--- src/rtl/core/periodic_timer_list_top_assert.svh ---
// Assertion macros shared by the periodic timer list RTL
`ifndef PERIODIC_TIMER_LIST_TOP_ASSERT_SVH
`define PERIODIC_TIMER_LIST_TOP_ASSERT_SVH

// Property must hold at every clock edge outside reset
`define PTL_ASSERT_HOLDS(lbl, clk, rst_n, prop, msg) \
  lbl: assert property (@(posedge clk) disable iff (!rst_n) (prop)) else $error(msg);

// Consequent must hold in the cycle after the antecedent
`define PTL_ASSERT_NEXT(lbl, clk, rst_n, ante, cons, msg) \
  lbl: assert property (@(posedge clk) disable iff (!rst_n) (ante) |=> (cons)) else $error(msg);

`endif

--- src/rtl/core/ptl_pkg.sv ---
// Types and constants of the periodic timer list
`timescale 1ns / 1ps

package ptl_pkg;

  // Most fired results a single tick may give
  localparam int unsigned MAX_RESULTS = 16;
  localparam int unsigned FIRE_W      = $clog2(MAX_RESULTS + 1);

  typedef enum logic [1:0] {
    MODE_TICK  = 2'd0,
    MODE_ADD   = 2'd1,
    MODE_DEL   = 2'd2,
    MODE_CLEAR = 2'd3
  } mode_e;

  typedef enum logic [2:0] {
    KIND_FIRED    = 3'd0,
    KIND_ADDED    = 3'd1,
    KIND_FULL     = 3'd2,
    KIND_ZERO     = 3'd3,
    KIND_DEL_MARK = 3'd4,
    KIND_DEL_MISS = 3'd5,
    KIND_CLEARED  = 3'd6
  } kind_e;

  typedef enum logic {
    ST_IDLE = 1'b0,
    ST_SCAN = 1'b1
  } state_e;

  // One stored timer
  typedef struct packed {
    logic [31:0] id;
    logic [31:0] period;
    logic [31:0] last_run;
  } entry_t;

  // Controller to datapath
  typedef struct packed {
    logic accept;
    logic scan;
    logic finish;
  } cmd_t;

  // Datapath to controller
  typedef struct packed {
    logic scan_done;
  } sts_t;

endpackage

--- src/rtl/core/ptl_ctrl.sv ---
// Controller state machine of the periodic timer list
`timescale 1ns / 1ps

module ptl_ctrl (
  input  logic             clk_i,
  input  logic             rst_ni,
  input  logic             start_i,
  input  logic [1:0]       mode_i,
  input  ptl_pkg::sts_t    sts_i,
  output ptl_pkg::cmd_t    cmd_o,
  output logic             busy_o
);

  ptl_pkg::state_e state_q, state_d;

  // State register
  always_ff @(posedge clk_i or negedge rst_ni) begin
    if (!rst_ni) begin
      state_q <= ptl_pkg::ST_IDLE;
    end else begin
      state_q <= state_d;
    end
  end

  // Next state and commands
  always_comb begin
    state_d = state_q;
    cmd_o   = '0;
    busy_o  = 1'b0;
    unique case (state_q)
      ptl_pkg::ST_IDLE: begin
        if (start_i) begin
          cmd_o.accept = 1'b1;
          // tick and delete walk the list, add and clear finish at once
          if ((mode_i == ptl_pkg::MODE_TICK) || (mode_i == ptl_pkg::MODE_DEL)) begin
            state_d = ptl_pkg::ST_SCAN;
          end
        end
      end
      ptl_pkg::ST_SCAN: begin
        busy_o     = 1'b1;
        cmd_o.scan = 1'b1;
        if (sts_i.scan_done) begin
          cmd_o.finish = 1'b1;
          state_d      = ptl_pkg::ST_IDLE;
        end
      end
      default: begin
        state_d = ptl_pkg::ST_IDLE;
      end
    endcase
  end

endmodule

--- src/rtl/core/ptl_datapath.sv ---
// Datapath of the periodic timer list: entry memory, marks, scan pipeline, results
`timescale 1ns / 1ps
`include "periodic_timer_list_top_assert.svh"

module ptl_datapath #(
  parameter int unsigned SLOTS = 16
) (
  input  logic             clk_i,
  input  logic             rst_ni,
  input  ptl_pkg::cmd_t    cmd_i,
  output ptl_pkg::sts_t    sts_o,
  input  logic [1:0]       mode_i,
  input  logic [31:0]      timer_id_i,
  input  logic [31:0]      interval_ms_i,
  input  logic [31:0]      now_ms_i,
  output logic             strobe_o,
  output logic [2:0]       kind_o,
  output logic [31:0]      event_id_o,
  output logic             last_o
);

  localparam int unsigned IDX_W  = (SLOTS > 1) ? $clog2(SLOTS) : 1;
  localparam int unsigned CNT_W  = $clog2(SLOTS + 1);
  localparam int unsigned FIRE_W = ptl_pkg::FIRE_W;

  // Entry memory, no reset: only entries below the fill count are read
  ptl_pkg::entry_t mem_q [SLOTS];
  ptl_pkg::entry_t rdata_q;
  logic            mem_we;
  logic [IDX_W-1:0] mem_waddr;
  ptl_pkg::entry_t mem_wdata;

  // Control state
  logic [CNT_W-1:0]  cnt_q, cnt_d;
  logic [CNT_W-1:0]  rd_q, rd_d;
  logic [CNT_W-1:0]  wr_q, wr_d;
  logic [FIRE_W-1:0] fire_q, fire_d;
  logic              hit_q, hit_d;
  logic              p1_vld_q, p1_vld_d;
  logic              hold_vld_q, hold_vld_d;
  logic              strobe_q, strobe_d;
  logic [SLOTS-1:0]  mark_q, mark_d;

  // Payload state
  ptl_pkg::mode_e    req_mode_q, req_mode_d;
  logic [31:0]       req_id_q, req_id_d;
  logic [31:0]       req_now_q, req_now_d;
  logic [IDX_W-1:0]  p1_idx_q, p1_idx_d;
  logic              p1_mark_q, p1_mark_d;
  logic [31:0]       hold_id_q, hold_id_d;
  ptl_pkg::kind_e    kind_q, kind_d;
  logic [31:0]       id_q, id_d;
  logic              last_q, last_d;

  // Scan decode
  logic        issue;
  logic        is_tick;
  logic        keep;
  logic [31:0] elapsed;
  logic        due;
  logic        fire;
  logic        del_hit;
  logic        add_ok;
  logic        is_full;

  assign is_tick = (req_mode_q == ptl_pkg::MODE_TICK);
  assign is_full = (cnt_q == CNT_W'(SLOTS));
  assign issue   = cmd_i.scan && (rd_q < cnt_q) && !hit_q;
  assign keep    = p1_vld_q && is_tick && !p1_mark_q;
  assign elapsed = req_now_q - rdata_q.last_run;
  assign due     = (elapsed >= rdata_q.period);
  assign fire    = keep && due && (fire_q < FIRE_W'(ptl_pkg::MAX_RESULTS));
  assign del_hit = p1_vld_q && !is_tick && !hit_q && (rdata_q.id == req_id_q);
  assign add_ok  = cmd_i.accept && (mode_i == ptl_pkg::MODE_ADD) &&
                   (interval_ms_i != 32'd0) && !is_full;

  assign sts_o.scan_done = !p1_vld_q && ((rd_q >= cnt_q) || hit_q);

  // Memory write port: add appends at the fill count, tick compacts at wr
  always_comb begin
    mem_we    = 1'b0;
    mem_waddr = cnt_q[IDX_W-1:0];
    mem_wdata = '{id: timer_id_i, period: interval_ms_i, last_run: now_ms_i};
    if (add_ok) begin
      mem_we = 1'b1;
    end else if (keep) begin
      mem_we    = 1'b1;
      mem_waddr = wr_q[IDX_W-1:0];
      mem_wdata = '{id: rdata_q.id, period: rdata_q.period,
                    last_run: fire ? req_now_q : rdata_q.last_run};
    end
  end

  // Memory with registered read
  always_ff @(posedge clk_i) begin
    if (mem_we) begin
      mem_q[mem_waddr] <= mem_wdata;
    end
    if (issue) begin
      rdata_q <= mem_q[rd_q[IDX_W-1:0]];
    end
  end

  // Next state of the whole datapath
  always_comb begin
    cnt_d      = cnt_q;
    rd_d       = rd_q;
    wr_d       = wr_q;
    fire_d     = fire_q;
    hit_d      = hit_q;
    hold_vld_d = hold_vld_q;
    mark_d     = mark_q;
    req_mode_d = req_mode_q;
    req_id_d   = req_id_q;
    req_now_d  = req_now_q;
    hold_id_d  = hold_id_q;
    kind_d     = kind_q;
    id_d       = id_q;
    last_d     = last_q;
    strobe_d   = 1'b0;
    p1_vld_d   = issue;
    p1_idx_d   = rd_q[IDX_W-1:0];
    p1_mark_d  = mark_q[rd_q[IDX_W-1:0]];

    // New request
    if (cmd_i.accept) begin
      unique case (mode_i) inside
        ptl_pkg::MODE_TICK, ptl_pkg::MODE_DEL: begin
          req_mode_d = ptl_pkg::mode_e'(mode_i);
          req_id_d   = timer_id_i;
          req_now_d  = now_ms_i;
          rd_d       = '0;
          wr_d       = '0;
          fire_d     = '0;
          hit_d      = 1'b0;
          hold_vld_d = 1'b0;
        end
        ptl_pkg::MODE_ADD: begin
          strobe_d = 1'b1;
          last_d   = 1'b1;
          id_d     = timer_id_i;
          if (interval_ms_i == 32'd0) begin
            kind_d = ptl_pkg::KIND_ZERO;
          end else if (is_full) begin
            kind_d = ptl_pkg::KIND_FULL;
          end else begin
            kind_d                    = ptl_pkg::KIND_ADDED;
            cnt_d                     = cnt_q + CNT_W'(1);
            mark_d[cnt_q[IDX_W-1:0]]  = 1'b0;
          end
        end
        default: begin
          // clear all: marks beyond the fill count are never looked at
          mark_d   = '1;
          strobe_d = 1'b1;
          last_d   = 1'b1;
          kind_d   = ptl_pkg::KIND_CLEARED;
          id_d     = 32'd0;
        end
      endcase
    end

    // Scan step
    if (cmd_i.scan) begin
      if (issue) begin
        rd_d = rd_q + CNT_W'(1);
      end
      if (keep) begin
        wr_d                    = wr_q + CNT_W'(1);
        mark_d[wr_q[IDX_W-1:0]] = 1'b0;
      end
      // a fire releases the previous one, which is then known not to be last
      if (fire) begin
        fire_d     = fire_q + FIRE_W'(1);
        hold_vld_d = 1'b1;
        hold_id_d  = rdata_q.id;
        if (hold_vld_q) begin
          strobe_d = 1'b1;
          kind_d   = ptl_pkg::KIND_FIRED;
          id_d     = hold_id_q;
          last_d   = 1'b0;
        end
      end
      if (del_hit) begin
        hit_d              = 1'b1;
        mark_d[p1_idx_q]   = 1'b1;
      end
    end

    // End of scan
    if (cmd_i.finish) begin
      if (is_tick) begin
        cnt_d      = wr_q;
        hold_vld_d = 1'b0;
        if (hold_vld_q) begin
          strobe_d = 1'b1;
          kind_d   = ptl_pkg::KIND_FIRED;
          id_d     = hold_id_q;
          last_d   = 1'b1;
        end
      end else begin
        strobe_d = 1'b1;
        kind_d   = hit_q ? ptl_pkg::KIND_DEL_MARK : ptl_pkg::KIND_DEL_MISS;
        id_d     = req_id_q;
        last_d   = 1'b1;
      end
    end
  end

  // Control registers
  always_ff @(posedge clk_i or negedge rst_ni) begin
    if (!rst_ni) begin
      cnt_q      <= '0;
      rd_q       <= '0;
      wr_q       <= '0;
      fire_q     <= '0;
      hit_q      <= 1'b0;
      p1_vld_q   <= 1'b0;
      hold_vld_q <= 1'b0;
      strobe_q   <= 1'b0;
      mark_q     <= '0;
    end else begin
      cnt_q      <= cnt_d;
      rd_q       <= rd_d;
      wr_q       <= wr_d;
      fire_q     <= fire_d;
      hit_q      <= hit_d;
      p1_vld_q   <= p1_vld_d;
      hold_vld_q <= hold_vld_d;
      strobe_q   <= strobe_d;
      mark_q     <= mark_d;
    end
  end

  // Payload registers
  always_ff @(posedge clk_i) begin
    req_mode_q <= req_mode_d;
    req_id_q   <= req_id_d;
    req_now_q  <= req_now_d;
    p1_idx_q   <= p1_idx_d;
    p1_mark_q  <= p1_mark_d;
    hold_id_q  <= hold_id_d;
    kind_q     <= kind_d;
    id_q       <= id_d;
    last_q     <= last_d;
  end

  assign strobe_o   = strobe_q;
  assign kind_o     = kind_q;
  assign event_id_o = id_q;
  assign last_o     = last_q;

  // Checks
  `PTL_ASSERT_HOLDS(a_cnt_range, clk_i, rst_ni, cnt_q <= CNT_W'(SLOTS), "fill count past list size")
  `PTL_ASSERT_HOLDS(a_wr_behind_rd, clk_i, rst_ni, wr_q <= rd_q, "compaction write ahead of read")
  `PTL_ASSERT_HOLDS(a_fire_cap, clk_i, rst_ni, fire_q <= FIRE_W'(ptl_pkg::MAX_RESULTS), "fire count past cap")
  `PTL_ASSERT_NEXT(a_add_result, clk_i, rst_ni, cmd_i.accept && (mode_i == ptl_pkg::MODE_ADD), strobe_q, "add gave no result")

endmodule

--- src/rtl/core/periodic_timer_list_top.sv ---
// Top level of the periodic timer list
`timescale 1ns / 1ps

// Periodic timer list of up to SLOTS entries. A request is taken when start_i is high and
// busy_o is low. Add, zero-interval, full and clear requests give their single result in the
// cycle after and leave busy_o low, so a new request may follow at once. Tick and delete walk
// the list through the entry memory, one entry per cycle behind a registered read: a tick
// holds busy_o through a walk of every entry below the fill count, that count still including
// marked entries; a delete stops its walk once the matching entry is read. Tick results (one
// per fired timer, at most 16) come out during and at the end of the walk, the last one flagged
// by last_o. Every result is shown for one cycle with strobe_o high and cannot be held off by
// the receiver, who must take it in that cycle.
module periodic_timer_list_top #(
  parameter int unsigned SLOTS = 16
) (
  input  logic        clk_i,
  input  logic        rst_ni,
  input  logic        start_i,
  output logic        busy_o,
  input  logic [1:0]  mode_i,
  input  logic [31:0] timer_id_i,
  input  logic [31:0] interval_ms_i,
  input  logic [31:0] now_ms_i,
  output logic        strobe_o,
  output logic [2:0]  kind_o,
  output logic [31:0] event_id_o,
  output logic        last_o
);

  ptl_pkg::cmd_t cmd;
  ptl_pkg::sts_t sts;

  // Sequencer
  ptl_ctrl u_ctrl (
    .clk_i   (clk_i),
    .rst_ni  (rst_ni),
    .start_i (start_i),
    .mode_i  (mode_i),
    .sts_i   (sts),
    .cmd_o   (cmd),
    .busy_o  (busy_o)
  );

  // Storage and result path
  ptl_datapath #(
    .SLOTS (SLOTS)
  ) u_datapath (
    .clk_i         (clk_i),
    .rst_ni        (rst_ni),
    .cmd_i         (cmd),
    .sts_o         (sts),
    .mode_i        (mode_i),
    .timer_id_i    (timer_id_i),
    .interval_ms_i (interval_ms_i),
    .now_ms_i      (now_ms_i),
    .strobe_o      (strobe_o),
    .kind_o        (kind_o),
    .event_id_o    (event_id_o),
    .last_o        (last_o)
  );

endmodule
--- config.mk ---
export PLATFORM = sky130hd
export DESIGN_NAME = periodic_timer_list_top
export DESIGN_NICKNAME = d
export VERILOG_FILES = /design/src/rtl/core/ptl_pkg.sv /design/src/rtl/core/ptl_ctrl.sv /design/src/rtl/core/ptl_datapath.sv /design/src/rtl/core/periodic_timer_list_top.sv
export VERILOG_INCLUDE_DIRS = /design/src /design/src/rtl/core
export SDC_FILE = /design/constraint.sdc
export NUM_CORES = 2
export LEC_CHECK = 0
export BUFFER_PORTS_ARGS = -buffer_cell sky130_fd_sc_hd__clkbuf_2
export CAP_MARGIN = 10
export CORE_MARGIN = 5
export CORE_UTILIZATION = 29
export DETAILED_ROUTE_END_ITERATION = 12
export PLACE_DENSITY_LB_ADDON = 0.3
export SLEW_MARGIN = 20
export SYNTH_ARGS = -nofsm -noshare
export SYNTH_HDL_FRONTEND = slang
export SYNTH_HIERARCHICAL = 1
export SYNTH_SLANG_ARGS = --single-unit
--- constraint.sdc ---
create_clock -name clk_i -period 6.8 [get_ports clk_i]
set_input_delay 1.36 -clock clk_i [delete_from_list [all_inputs] [get_ports clk_i]]
set_output_delay 1.36 -clock clk_i [all_outputs]
set_load 0.01 [all_outputs]
==> results by group <==
Timing
  • # setup viols final: 0
  • Clock Skews: around 0.033 ns
  • Final Hold Vio Count: 0
  • Number of max-slew violations in the final report: 0
  • Final Cycle Share: 0.895
  • Worst Tran Pin Value: about 1.2 ns
  • Worst hold margin: 0.493 ns
  • Tmin final: between 6 and 7 ns
  • Relative max-transition margin: 0.228
  • RSZ-0062 raised after global routing: false
  • Fmax: about 0.16 GHz

Pwr
  • PwrDens: ~400 nW/um^2
  • Tot Pwr: approximately 0.033 W
  • Maximum VDD drop: between 300 and 400 uV
  • Leakage: ~27 nW

Global route
  • Met3 GRT Util: 0.0327
  • First-pass GRT wire length: 273000 um
  • GRT Total Usage: 0.141
  • Met2 usage: 0.218
  • Initial antenna violation count: 15
  • Met1 Resource Use GR: 0.205
  • GRT overflow: 0
  • Vias in the first global route: roughly 37000
  • Largest net degree at the start of global routing: ~130
  • GRT Max-Usage Layer: met2

Route
  • Post-DR vias/cell: between 4 and 5
  • DR WL/cell: 25.5 um
  • Initial DRT Pass Iterations: 5
  • # DRC: 0
  • Post-DRT Antenna Nets: 0
  • DR iter-0 viols: 3463
  • Routed WL: between 150000 and 200000 um
  • Vias: 36643

Clocking
  • CTS H-tree depth: 4
  • Cts hold-fix bufs: 0
  • Cts bufs inserted: 181
  • Clock tree root buffer cell: clkbuf_16
  • Clock-pin slew of the registers on the worst-case setup and hold paths: roughly 0.06 ns
  • Clock tree buffer depth: 3
  • Post-CTS sizing: 0
  • CTS tree: done
  • Clk Latency, worst-skew pair: ~0.8 ns
  • Clk sink count: about 1800
  • Number of setup buffers added after CTS: 0

Die
  • Core area: 251000 um^2
  • Total die area: 262000 um^2
  • IO Count: ~140
  • Rows: between 150 and 200
  • Vert. Die Dim: between 500 and 600 um
  • Die Width: roughly 510 um
  • Initial core utilization: 0.291

Synth
  • Adder-Cell Fraction of Synth Area: 0.0136
  • Yosys warns: 6
  • Post-synthesis mux area share: 0.160
  • Mapped Cells: approximately 3700
  • Mapped Nets: about 3800
  • Largest family of logic cells by synthesized area: multiplexers
  • Ys async rst share: 0.0226
  • Number of enable flip-flop cells after synthesis: 1730
  • Seq/Total Area, Yosys: 0.737
  • Synth top area share: 0.712
  • Top cells by area, synth: edfxtp_1, mux4_2, dfrtp_1
  • Post-Synth XOR/XNOR Area: 0.00768
  • Synth Area in Compound Gates: 0.0331
  • Mapped Avg Cell Area: about 20 um^2
  • #FFs+latches synth: approximately 1800
  • Post-synth top flop: edfxtp_1
  • Post-Synth Simple-Gate Area: 0.0330
  • Top cell type by total area after synthesis: edfxtp_1
  • Synth Cell Area: about 73000 um^2
  • Post-synthesis cell type count: 70

Placement
  • HPWL after detailed placement: 105000 um
  • DP Area: around 79000 um^2
  • RePlAce Congestion: around 0.8
  • Port buffer count: between 100 and 150
  • Dpl cells: 7073

Setup path
  • Slowest library cell on the worst path: o21ai_1
  • Register-to-register setup slack: around 0.7 ns
  • Worst Path Max Fanout: 32
  • Crit path largest cell delay: 0.80 ns
  • Crit path launch: u_datapath/req_now_q[0]
  • Crit-path cells: inv_1 -> ha_1 -> inv_1 -> fa_1 -> a21oi_1 -> o21ai_0 -> nor2_1 -> o21bai_1 -> a311oi_1 -> o211ai_1 -> a31oi_1 -> xnor2_1 -> ha_1 -> and3_1 -> a221oi_1 -> a211oi_1 -> nor3_2 -> and2_2 -> buf_12 -> mux2i_1 -> o21ai_1
  • Data arrival, critical path: around 6.6 ns
  • Worst Setup End Kind: register
  • CP Class: register to register
  • Worst R2R Start: u_datapath/req_now_q[0]
  • CP Launch Type: register
  • CP required: 7.26 ns

Cells and area
  • FILL cells: 23617
  • Multi-input logic area: roughly 18000 um^2
  • Most common cell after layout, fill and taps aside: edfxtp_1
  • Register area: approximately 54000 um^2
  • Area delta synth->final: 15.8%
  • Commonest cells after routing, fill and taps aside: edfxtp_1, mux4_2, clkbuf_16
  • Final cell count without fillers: between 7000 and 8000
  • Final net count: 4088
  • Layout Utilization: 0.337
  • Post-route cell area: approximately 85000 um^2
  • Share of cells above drive strength 1: 0.268

Min path
  • Class of the worst hold path: register to register
  • HP Start: u_datapath/rdata_q[76]

Status
  • Status: completed

Job
  • Max-cap violations: 0
-- routing by layer --
metal / part of all wire / vias to the layer above
li1: - / 15552
met1: 0.45 / 19650
met2: 0.46 / 1211
met3: 0.071 / 224
met4: 0.018 / 6
met5: 0.00015 / -
-- worst max-delay path, delay by kind of cell, from the launching register on --
kind                       cells  cell delay (ns)
AOI/OAI and AO/OA              9             2.59
and+or+nand+nor                4             1.16
adders and majority gates      3             0.84
buffers and inverters          3             0.39
DFF                            1             0.37
xor gates and xnor gates       1             0.15
muxes                          1             0.15
-- cell type report --
cell class	count	area share
diodes	6	0.000178
clock buffers	224	0.0555
clock inverters	103	0.0137
inverters	83	0.00376
multi-input cells	1567	0.215
flip-flops and latches	1812	0.637
well taps	3348	0.0496
repair buffers	263	0.0252
-- through the flow --
| step | TNS [ns] | setup WS (ns) |
|---|---|---|
| final | 0 | 0.717 |
| after global routing | 0 | 0.290 |
| after CTS | 0 | 0.762 |
| after detailed placement | 0 | 0.742 |
| after global placement | 0 | 0.522 |
| after floorplan | -793.23 | -0.647 |
-- cells by family (layout without fill, tap and decap cells) --
kind of cell | Yosys count | in the layout
mux | 556 | 556
compound gates | 395 | 395
flops | 1812 | 1812
xor+xnor | 64 | 64
buf+inv | 280 | 673
other cells | 0 | 6
fa+ha+maj | 79 | 79
simple gates | 473 | 473
-- flip-flops by register name, indices dropped and copies added (netlist names), 16 cells and up --
name                   cells
u_datapath/mem_q        1536
u_datapath/req_id_q       32
u_datapath/hold_id_q      32
u_datapath/mark_q         16
u_datapath/rdata_q        96
u_datapath/event_id_o     32
u_datapath/req_now_q      32
-- synthesized netlist by cell type, types with 8 or more instances --
cell type and n:
buf_6 8, nand3_1 30, mux2_2 36, a21oi_1 140, mux4_2 485, clkbuf_1 121, nand2b_1 8, and3b_1 32
inv_1 83, a22o_1 11, nor4_1 10, dfrtp_1 41, xnor2_1 54, nor3_1 46, buf_1 52, nand4_1 21
edfxtp_1 1730, nor3b_1 38, a21o_1 20, buf_2 11, mux2i_1 35, a31oi_1 8, xor2_1 10, nor2_1 122
ha_1 78, nor2b_1 11, nand2_1 126, a211oi_1 35, dfxtp_1 41, o21ai_1 12, o21ai_0 109
-- final timing paths --
kind / end / cells past startpoint
max in group asynchronous: u_datapath/rd_q[3] / 2
setup reg to reg: u_datapath/mem_q[5][26] / 21
hold reg to reg: u_datapath/hold_id_q[12] / 0
hold / removal: u_datapath/hold_id_q[12] / 0
min in group asynchronous: u_datapath/strobe_o / 2
setup / recovery: u_datapath/mem_q[5][26] / 21
-- report_power, final --
group          switching (W)  total, W  internal, W
combinational        0.00503   0.00923      0.00420
clock                0.00433   0.00992      0.00559
sequential          0.000676    0.0141       0.0135
(Power assumes the default switching activity.)
